<file path="src/hw/rtl/edge_list_to_csr_builder_top_defines.svh">
// Assertion macros of the CSR builder RTL, used by the controller.
`ifndef EDGE_LIST_TO_CSR_BUILDER_TOP_DEFINES_SVH
`define EDGE_LIST_TO_CSR_BUILDER_TOP_DEFINES_SVH

// Same-cycle implication, disabled while reset is high.
`define ECSR_ASSERT_NOW(label, clk, rst, ante, cons) \
  label: assert property (@(posedge clk) disable iff (rst) (ante) |-> (cons)) \
    else $error("ecsr check failed in %m");

// Next-cycle implication, disabled while reset is high.
`define ECSR_ASSERT_NEXT(label, clk, rst, ante, cons) \
  label: assert property (@(posedge clk) disable iff (rst) (ante) |=> (cons)) \
    else $error("ecsr check failed in %m");

`endif

</file>
<file path="src/hw/rtl/ecsr_pkg.sv">
// Shared widths, codes and controller/datapath structs for the CSR builder.
`timescale 1ns / 1ps

package ecsr_pkg;

  localparam int OP_W          = 2;
  localparam int NODE_W        = 10;
  localparam int INDEX_W       = 13;
  localparam int VALUE_W       = 13;
  localparam int STATUS_W      = 2;
  localparam int NUM_NODES_W   = 11;
  localparam int NUM_NODES_RST = 1024;

  localparam int DEF_MAX_NODES = 1024;
  localparam int DEF_MAX_EDGES = 4096;

  typedef enum logic [OP_W-1:0] {
    OP_LOAD     = 2'd0,
    OP_BUILD    = 2'd1,
    OP_READ_ROW = 2'd2,
    OP_READ_NBR = 2'd3
  } op_t;

  typedef enum logic [STATUS_W-1:0] {
    ST_OK       = 2'd0,
    ST_RANGE    = 2'd1,
    ST_FULL     = 2'd2,
    ST_BAD_READ = 2'd3
  } status_t;

  typedef enum logic [2:0] {
    OSEL_ZERO   = 3'd0,
    OSEL_COUNT  = 3'd1,
    OSEL_PLACED = 3'd2,
    OSEL_ACC    = 3'd3,
    OSEL_ROW    = 3'd4,
    OSEL_NBR    = 3'd5
  } out_sel_t;

  // Controller -> datapath commands.
  typedef struct packed {
    logic     capture;
    logic     clr_start;
    logic     clr_step;
    logic     ld_rd;
    logic     ld_wr;
    logic     ps_start;
    logic     ps_rd;
    logic     ps_wr;
    logic     sc_start;
    logic     sc_rd;
    logic     sc_cur;
    logic     sc_wr;
    logic     sc_next;
    logic     build_done;
    logic     rd_row;
    logic     rd_nbr;
    logic     out_load;
    out_sel_t out_sel;
    status_t  out_status;
  } ctl_cmd_t;

  // Datapath -> controller status.
  typedef struct packed {
    op_t  op;
    logic built;
    logic node_ok;
    logic full;
    logic row_ok;
    logic nbr_ok;
    logic clr_last;
    logic ps_last;
    logic sc_empty;
    logic sc_last;
    logic sc_src_ok;
    logic out_free;
  } ctl_sts_t;

endpackage

</file>
<file path="src/hw/rtl/ecsr_ctrl.sv">
// Sequencer of the CSR builder: clear pass, load, build phases and reads.
`timescale 1ns / 1ps
`include "edge_list_to_csr_builder_top_defines.svh"

module ecsr_ctrl import ecsr_pkg::*; (
  input  logic     clk,
  input  logic     rst,
  input  logic     cmd_valid,
  output logic     cmd_ready,
  output ctl_cmd_t ctl,
  input  ctl_sts_t sts
);

  typedef enum logic [9:0] {
    S_CLEAR   = 10'b00_0000_0001,
    S_IDLE    = 10'b00_0000_0010,
    S_DECODE  = 10'b00_0000_0100,
    S_LD_WR   = 10'b00_0000_1000,
    S_PS_RD   = 10'b00_0001_0000,
    S_PS_WR   = 10'b00_0010_0000,
    S_SC_RD   = 10'b00_0100_0000,
    S_SC_CUR  = 10'b00_1000_0000,
    S_SC_WR   = 10'b01_0000_0000,
    S_RD_WAIT = 10'b10_0000_0000
  } state_t;

  state_t state, state_next;
  logic   clr_resume;  // clear pass was started by a load, go back and run it

  always_ff @(posedge clk) begin
    if (rst) begin
      state      <= S_CLEAR;
      clr_resume <= 1'b0;
    end else begin
      state <= state_next;
      if (ctl.clr_start) begin
        clr_resume <= 1'b1;
      end else if (state == S_CLEAR && sts.clr_last) begin
        clr_resume <= 1'b0;
      end
    end
  end

  always_comb begin
    state_next = state;
    ctl        = '0;
    cmd_ready  = 1'b0;
    unique case (state)
      S_CLEAR: begin
        ctl.clr_step = 1'b1;
        if (sts.clr_last) begin
          state_next = clr_resume ? S_DECODE : S_IDLE;
        end
      end
      S_IDLE: begin
        cmd_ready = sts.out_free;
        if (cmd_valid && sts.out_free) begin
          ctl.capture = 1'b1;
          state_next  = S_DECODE;
        end
      end
      S_DECODE: begin
        unique case (sts.op)
          OP_LOAD: begin
            if (sts.built) begin
              // new graph: wipe the counts first, then retry this beat
              ctl.clr_start = 1'b1;
              state_next    = S_CLEAR;
            end else if (!sts.node_ok) begin
              ctl.out_load   = 1'b1;
              ctl.out_sel    = OSEL_ZERO;
              ctl.out_status = ST_RANGE;
              state_next     = S_IDLE;
            end else if (sts.full) begin
              ctl.out_load   = 1'b1;
              ctl.out_sel    = OSEL_ZERO;
              ctl.out_status = ST_FULL;
              state_next     = S_IDLE;
            end else begin
              ctl.ld_rd  = 1'b1;
              state_next = S_LD_WR;
            end
          end
          OP_BUILD: begin
            if (sts.built) begin
              ctl.out_load   = 1'b1;
              ctl.out_sel    = OSEL_PLACED;
              ctl.out_status = ST_OK;
              state_next     = S_IDLE;
            end else begin
              ctl.ps_start = 1'b1;
              state_next   = S_PS_RD;
            end
          end
          OP_READ_ROW: begin
            if (!sts.built || !sts.row_ok) begin
              ctl.out_load   = 1'b1;
              ctl.out_sel    = OSEL_ZERO;
              ctl.out_status = ST_BAD_READ;
              state_next     = S_IDLE;
            end else begin
              ctl.rd_row = 1'b1;
              state_next = S_RD_WAIT;
            end
          end
          OP_READ_NBR: begin
            if (!sts.built || !sts.nbr_ok) begin
              ctl.out_load   = 1'b1;
              ctl.out_sel    = OSEL_ZERO;
              ctl.out_status = ST_BAD_READ;
              state_next     = S_IDLE;
            end else begin
              ctl.rd_nbr = 1'b1;
              state_next = S_RD_WAIT;
            end
          end
          default: begin
            state_next = S_IDLE;
          end
        endcase
      end
      S_LD_WR: begin
        ctl.ld_wr      = 1'b1;
        ctl.out_load   = 1'b1;
        ctl.out_sel    = OSEL_COUNT;
        ctl.out_status = ST_OK;
        state_next     = S_IDLE;
      end
      S_PS_RD: begin
        ctl.ps_rd  = 1'b1;
        state_next = S_PS_WR;
      end
      S_PS_WR: begin
        ctl.ps_wr = 1'b1;
        if (!sts.ps_last) begin
          state_next = S_PS_RD;
        end else if (sts.sc_empty) begin
          ctl.build_done = 1'b1;
          ctl.out_load   = 1'b1;
          ctl.out_sel    = OSEL_ACC;
          ctl.out_status = ST_OK;
          state_next     = S_IDLE;
        end else begin
          ctl.sc_start = 1'b1;
          state_next   = S_SC_RD;
        end
      end
      S_SC_RD: begin
        ctl.sc_rd  = 1'b1;
        state_next = S_SC_CUR;
      end
      S_SC_CUR: begin
        if (sts.sc_src_ok) begin
          ctl.sc_cur = 1'b1;
          state_next = S_SC_WR;
        end else if (sts.sc_last) begin
          ctl.build_done = 1'b1;
          ctl.out_load   = 1'b1;
          ctl.out_sel    = OSEL_ACC;
          ctl.out_status = ST_OK;
          state_next     = S_IDLE;
        end else begin
          ctl.sc_next = 1'b1;
          state_next  = S_SC_RD;
        end
      end
      S_SC_WR: begin
        ctl.sc_wr = 1'b1;
        if (sts.sc_last) begin
          ctl.build_done = 1'b1;
          ctl.out_load   = 1'b1;
          ctl.out_sel    = OSEL_ACC;
          ctl.out_status = ST_OK;
          state_next     = S_IDLE;
        end else begin
          ctl.sc_next = 1'b1;
          state_next  = S_SC_RD;
        end
      end
      S_RD_WAIT: begin
        ctl.out_load   = 1'b1;
        ctl.out_sel    = (sts.op == OP_READ_ROW) ? OSEL_ROW : OSEL_NBR;
        ctl.out_status = ST_OK;
        state_next     = S_IDLE;
      end
      default: begin
        state_next = S_IDLE;
      end
    endcase
  end

  // a result never overwrites one that is still waiting
  `ECSR_ASSERT_NOW(a_no_overwrite, clk, rst, ctl.out_load, sts.out_free)
  // every result ends the item's work
  `ECSR_ASSERT_NEXT(a_result_ends_item, clk, rst, ctl.out_load, state == S_IDLE)
  // an accepted beat is always decoded next
  `ECSR_ASSERT_NEXT(a_capture_decode, clk, rst, ctl.capture, state == S_DECODE)

endmodule

</file>
<file path="config.mk">
export PLATFORM = sky130hd
export DESIGN_NAME = ecsr_ctrl
export DESIGN_NICKNAME = d
export VERILOG_FILES = /design/src/hw/rtl/ecsr_pkg.sv /design/src/hw/rtl/ecsr_ctrl.sv
export VERILOG_INCLUDE_DIRS = /design/src /design/src/hw/rtl
export SDC_FILE = /design/constraint.sdc
export NUM_CORES = 1
export LEC_CHECK = 0
export ABC_CLOCK_PERIOD_IN_PS = 2400
export BUFFER_PORTS_ARGS = -buffer_cell sky130_fd_sc_hd__buf_2
export CORE_UTILIZATION = 25
export DETAILED_ROUTE_END_ITERATION = 16
export SETUP_SLACK_MARGIN = 0.3
export SLEW_MARGIN = 25
export SYNTH_ARGS = -nofsm -noshare
export SYNTH_HDL_FRONTEND = slang
export SYNTH_SLANG_ARGS = --single-unit
export TNS_END_PERCENT = 1
</file>
<file path="constraint.sdc">
create_clock -name clk -period 2.4 [get_ports clk]
set_clock_uncertainty 0.2 [all_clocks]
set_input_delay 0.48 -clock clk [delete_from_list [all_inputs] [get_ports clk]]
set_output_delay 0.48 -clock clk [all_outputs]
set_load 0.01 [all_outputs]
</file>
## Yosys cells after proc, flatten, opt, wreduce, memory -nomap -nowiden

Index checks and enable logic that the tools add are counted.
Widths: inputs -> output; s select.

- Eq/ne operators: 15
- Muxes and demuxes: 66
- Reduce and logical (&&, ||, !) cells: 10

Operators with widths:

| operator | number |
|---|---|
| $pmux 10 s8 | 1 |
| $mux 10 | 6 |
| $mux 6 | 10 |
| $pmux 10 s4 | 1 |
| $pmux 6 s6 | 1 |
| $mux 1 | 34 |
| $pmux 6 s4 | 1 |
| $mux 7 | 2 |
| $mux 4 | 3 |
| $eq 10x1->1 const B | 1 |
| $eq 10x10->1 const B | 1 |
| $eq 10x2->1 const B | 1 |
| $eq 10x3->1 const B | 1 |
| $eq 10x4->1 const B | 1 |
| $eq 10x5->1 const B | 1 |
| $eq 10x6->1 const B | 1 |
| $eq 10x7->1 const B | 1 |
| $eq 10x8->1 const B | 1 |
| $eq 10x9->1 const B | 1 |
| $mux 2 | 3 |
| $mux 5 | 1 |
| $eq 2x2->1 const B | 2 |
| $ne 2x2->1 const B | 2 |
| $logic_not 1->1 | 3 |
| other kinds (9) | 11 |

- Bits in registers: 11

## Longest topological paths before layout

Gate-level depths: netlist of the first run.

- Depth in word-level cells: 5
- Mapped depth: 7
- Mapped depth without buffers: 5

## Worst setup path after synthesis of the first run

Ideal clock, no wire load.

- Kind: input -> output
- From: in sts[10] (netlist name)
- To: out ctl[5] (netlist name)
- Arrival time: 1432 ps
- Required time: 1720 ps
- Path slack: 288 ps
- Stages on the path: 5
- Path buffers: 1
- Path through: clkbuf_1 -> o21ai_0 -> a211o_1 -> a21oi_1 -> o21ai_0

RTL lines:

| item | RTL line | text |
|---|---|---|
| start: declaration | ecsr_ctrl.sv:11 | `input ctl_sts_t sts` |
| end: declaration | ecsr_ctrl.sv:10 | `output ctl_cmd_t ctl,` |

==> results.md, run 1 <==
* Max cap viols at 0
* Die W at 62.9 um
* Design Power at 0.000535 W
* Total CTS buffers at 3
* Rows at 21
* Initial antenna violation count at 0
* Area of the multi-input gates at 782 sq um
* Crit path arrival time at 1750 ps
* Filler cells at 356
* Most common cell in the synthesized netlist: dfxtp_1
* Least-Margin Pin Slew at 337 ps
* Post-Syn Area at 927 sq um
* RSZ-0062 raised after global routing: yes
* I/O pin total at 39
* Routed vias/inst at 4.98
* Syn avg cell area at 7.66 sq um
* Clk buf depth at 2
* Root buf cell: clkbuf_8
* DR vias at 1105
* Slowest stage delay, CP at 360 ps
* Routed Wire Length at 2.95 mm
* Post-synth cell types at 43
* Slew Limit Fails at 0
* Leak at 0.709 nW
* DRT iter0 DRCs at 70
* Cells after Synth at 121
* WS Path Type: flop to output pin
* Antenna Nets Post-Route at 0
* Post-synth ARST share at 0
* Clk slew on worst S/H paths at 50 ps
* DP Wirelength at 1.99 mm
* Seq/Total Area, Yosys at 0.238
* Post-synth top cells: dfxtp_1, inv_1, nor2_1
* Vias in the first global route at 1039
* Ys Warns at 0
* Synth top area share at 0.238
* Die outline height at 62.9 um
* Final core utilization at 0.443
* Worst skew pair latency at 240 ps
* Largest net degree at the start of global routing at 10
* WP data required at 1720 ps
* Register area at 236 sq um
* Post-synth EDFFs at 0
* Die area at 3960 sq um
* Initial Utilization at 0.269
* CTS H-tree lvls at 1
* Area delta synth->final at 64.5%
* Drt first pass iters at 4
* Worst path top cell family by delay: simple AND/OR/NAND/NOR gates
* CP endpoint kind: output pin
* Net count, final at 193
* Hold_buf cts at 0
* Num Clock Sinks at 11
* Number of diodes at 0
* Hold Violations, Final at 0
* CTS tree: done
* Cell taking the most area after synthesis: dfxtp_1
* IO buf count at 38
* Routed len/inst at 13.3 um
* Slack of the critical path at -32.1 ps
* Worst path cell trace: nor4_4 > nand4_1 > buf_4 > nor3b_4 > buf_2
* Top_reg_cell synth: dfxtp_1
* CP max-delay cell: dfxtp_4
* CP Max Fanout at 4
* DRC at 0
* Violated checks: setup timing
* Synth top area cells: dfxtp_1, a21oi_1, inv_1
* Peak supply drop at 0.191 mV
* Core area at 3440 sq um
* Final worst path period share at 1.01
* Status: finished with violations
* Number of synthesized register bits at 11
* Worst Setup Start Kind: flop
* Min Tclk post-route at 2430 ps
* P per Cell Area at 351 nW/um^2
* Critical path buffers and inverters at 2
* Total Routing Usage GR at 0.157
* Layout cells sized above 1 at 0.557
* Final setup vio count at 1
* Setup_tns at -32.1 ps
* First-pass GRT wire length at 4.86 mm
* Max Freq at 411 MHz
* Final GP Congestion at 0.806
* Net Count, Synth at 137
* Global route overflow at 0
* Worst rel slew slack at 0.773
* Min-Delay Path Class: flop to flop
cells by family after synthesis:
kind of cell,after synthesis,share of synthesized area
compound gates,29,0.215
flops,11,0.238
buf+inv,15,0.0823
simple gates,63,0.437
xor+xnor,3,0.0283
what timing repair did:
item                                    4_1_cts  5_1_grt
buffers inserted                              8        4
endpoints found under the setup margin       20       21
pin swaps                                    21       11
endpoints found under the hold margin         0        0
gates cloned                                  0        0
gates resized for setup                      34       15
power breakdown:
part	leakage [nW]	internal, W	total [W]	switching (W)
registers	0.0938	0.000185	0.000192	0.00000621
logic	0.590	0.0000652	0.000149	0.0000838
clock network	0.0255	0.000115	0.000194	0.0000796
cell type report:
| cell class | instances | area share |
|---|---|---|
| sequential | 11 | 0.155 |
| clock buffer | 3 | 0.0271 |
| multi-input combinational | 95 | 0.513 |
| clock inverter | 1 | 0.00328 |
| timing repair buffer | 56 | 0.240 |
| inverter | 10 | 0.0246 |
| tap | 46 | 0.0377 |
placed cells by master (no fill, tap or decap), types with 2 or more instances in the layout:
master,instances
nor2_4,4
buf_2,34
a21oi_1,7
nand2b_1,6
nor2_2,2
clkbuf_8,3
nor4_4,3
nor3_2,2
inv_1,8
and2_1,4
xor2_1,2
dfxtp_4,3
inv_2,2
nor2b_1,3
nand3_4,3
dfxtp_2,4
buf_6,8
o21a_1,2
nand2_1,7
buf_4,14
nand3_1,2
nand3_2,2
and3_1,2
o21ai_0,4
a211oi_1,4
nor4_1,3
nor2_1,7
dfxtp_1,4
routing by layer:
layer | GRT usage | up-vias | wire length, um
met5 | 0 | - | 0
met4 | 0.0610 | 0 | 66
met3 | 0.0365 | 6 | 126
met2 | 0.253 | 36 | 1430
met1 | 0.198 | 517 | 1330
li1 | - | 546 | -
flip-flops by register name, summed over array words and instances, names as in the netlist:
name and flops:
state 10, clr_resume 1
final timing paths:
kind,end,slack (ps),depth (start not counted),from
setup / recovery,ctl[13],-30,5,state[2]
hold / removal,clr_resume,280,2,clr_resume
setup reg to reg,state[0],560,7,state[2]
hold reg to reg,clr_resume,280,2,clr_resume
worst min-delay path, delay by kind of cell, from the launching register on:
kind	cells	cell delay (ps)
DFF	1	320
AOI/OAI and AO/OA	1	50
and+or+nand+nor	1	60
metrics by stage:
stage | std cells | instance area [sq um] | worst slack, ps | hold slack, ps
floorplan | 121 | 928 | 302 | 244
global placement | 206 | 1180 | 62.6 | 267
detailed placement | 206 | 1180 | 147 | 272
CTS | 218 | 1420 | -9.15 | 278
global route | 222 | 1530 | -101 | 283
finish | 222 | 1530 | -32.1 | 280
No activity file was read; power rests on OpenSTA's default activity.
==> run 2: changes to the inputs <==
--- a/config.mk
+++ b/config.mk
@@ -6,8 +6,9 @@
 export SDC_FILE = /design/constraint.sdc
 export NUM_CORES = 1
 export LEC_CHECK = 0
-export ABC_CLOCK_PERIOD_IN_PS = 2400
+export ABC_CLOCK_PERIOD_IN_PS = 2800
 export BUFFER_PORTS_ARGS = -buffer_cell sky130_fd_sc_hd__buf_2
+export CORE_MARGIN = 5
 export CORE_UTILIZATION = 25
 export DETAILED_ROUTE_END_ITERATION = 16
 export SETUP_SLACK_MARGIN = 0.3
==> constraint.sdc (replaced) <==
create_clock -name clk -period 2.8 [get_ports clk]
set_clock_uncertainty 0.2 [all_clocks]
set_input_delay 0.56 -clock clk [delete_from_list [all_inputs] [get_ports clk]]
set_output_delay 0.56 -clock clk [all_outputs]
set_load 0.01 [all_outputs]
==> run 2 against run 1 <==
  * The run now ends clean
  * Global-route usage shrank 4.5 points
  * First-iteration DRC count down 46%
  * Clock power is 14% lower
  * Worst setup slack gained 340 ps
  * Largest power group is now sequential cells
==> results.md, run 2 (synthesis gave the netlist of run 1 again) <==
* Status: finished, final reports clean
* P per Cell Area at 324 nW/um^2
* DR vias at 1081
* Filler cells at 403
* IO buf count at 38
* RSZ-0062 raised after global routing: yes
* Routed len/inst at 13.2 um
* Clk buf depth at 2
* Layout cells sized above 1 at 0.483
* Least-Margin Pin Slew at 343 ps
* Min-Delay Path Class: flop to flop
* DP Worst Slack at 173 ps
* Largest net degree at the start of global routing at 10
* Final GP Congestion at 0.831
* Hold Violations, Final at 0
* Num Clock Sinks at 11
* Number of diodes at 0
* Routed vias/inst at 4.91
* DRC at 0
* Rows at 22
* CP endpoint kind: output pin
* Reg with most FFs: state
* Worst skew pair latency at 250 ps
* Die outline height at 70.9 um
* Die W at 70.9 um
* Largest registers: state: 10 flops, clr_resume: 1 flops
* Worst Setup Start Kind: flop
* Core area at 3630 sq um
* Final core utilization at 0.373
* CP max-delay cell: dfxtp_2
* WS Path Type: flop to output pin
* Commonest non-fill, non-tap cell in the layout: buf_2
* First-pass GRT wire length at 4.60 mm
* CTS H-tree lvls at 1
* Slowest stage delay, CP at 360 ps
* Hold_buf cts at 0
* Antenna Nets Post-Route at 0
* Initial antenna violation count at 0
* DP Wirelength at 2.08 mm
* WP data required at 2040 ps
* Root buf cell: clkbuf_8
* Initial Utilization at 0.255
* I/O pin total at 39
* Placed cell count at 203
* Area delta synth->final at 46.3%
* Max Freq at 401 MHz
* Vias in the first global route at 1057
* Worst path cell trace: nor4_4 > nand4_1 > o22ai_2 > o21bai_1 > buf_2
* Setup_tns at 0 ps
* Die area at 5030 sq um
* CP Max Fanout at 7
* Commonest non-fill, non-tap cells in the layout: buf_2, buf_4, inv_1
* CTS tree: done
* Slew Limit Fails at 0
* Total CTS buffers at 3
* Worst rel slew slack at 0.769
* Max cap viols at 0
* Max reg flops at 10
* Peak supply drop at 0.286 mV
* Total Routing Usage GR at 0.112
* Global route overflow at 0
* Final setup vio count at 0
* Leak at 0.662 nW
* Non-filler cells, final at 220
* Routed Wire Length at 2.90 mm
* DRT iter0 DRCs at 38
* Net count, final at 189
* Min Tclk post-route at 2490 ps
* Clk slew on worst S/H paths at 50 ps
* Slack of the critical path at 305 ps
* Final worst path period share at 0.891
* Crit path arrival time at 1730 ps
* Drt first pass iters at 4
-- run 2: cell types whose count changed in the layout (fill, tap and decap cells not counted), sizes merged --
| cell | delta |
|---|---|
| buf | -4 |
-- run 2: routing by layer --
layer / vias up / part of all wire / GRT usage
li1: 543 / - / -
met1: 501 / 0.43 / 0.127
met2: 33 / 0.51 / 0.202
met3: 4 / 0.057 / 0.0341
met4: 0 / 0.0072 / 0.0313
met5: - / 0 / 0
-- run 2: final timing paths --
path,startpoint,end,slack (ps),cells after the start
setup / recovery,state[7],ctl[2],310,5
hold reg to reg,clr_resume,clr_resume,280,2
hold / removal,clr_resume,clr_resume,280,2
setup reg to reg,state[7],state[0],980,6
-- run 2: timing repair --
action                     CTS  global route
setup endpoints to repair   10            17
buffers inserted             8             5
pin swaps                    6             8
gates resized for setup     12            11
-- run 2: worst max-delay path: cells and delay by family, from the launching register on --
| kind | cells | cell delay [ps] |
|---|---|---|
| AO/OA/AOI/OAI | 2 | 430 |
| buffers and inverters | 1 | 160 |
| AND/OR/NAND/NOR | 2 | 540 |
| flip-flops | 1 | 360 |
-- run 2: layout make-up --
| type | instances | area, sq um | area share |
|---|---|---|---|
| well taps | 48 | 60.1 | 0.0443 |
| multi-input cells | 95 | 668 | 0.493 |
| flip-flops and latches | 11 | 243 | 0.179 |
| clock inverters | 1 | 5.00 | 0.00369 |
| inverters | 10 | 37.5 | 0.0277 |
| repair buffers | 52 | 302 | 0.222 |
| clock buffers | 3 | 41.3 | 0.0304 |
-- run 2: where the power goes --
part / internal (W) / leakage [nW] / total [W] / switching [W]
combinational: 0.0000465 / 0.541 / 0.000104 / 0.0000578
sequential: 0.000160 / 0.0947 / 0.000168 / 0.00000826
clock: 0.0000984 / 0.0255 / 0.000167 / 0.0000684
-- run 2: through the flow --
step                      instance area, sq um  total power (W)  hold WS, ps
final                                     1360         0.000439          285
after floorplan                            927         0.000226          244
after global placement                    1150         0.000261          283
after detailed placement                  1150         0.000259          280
after global routing                      1360         0.000459          315
after CTS                                 1290         0.000437          288
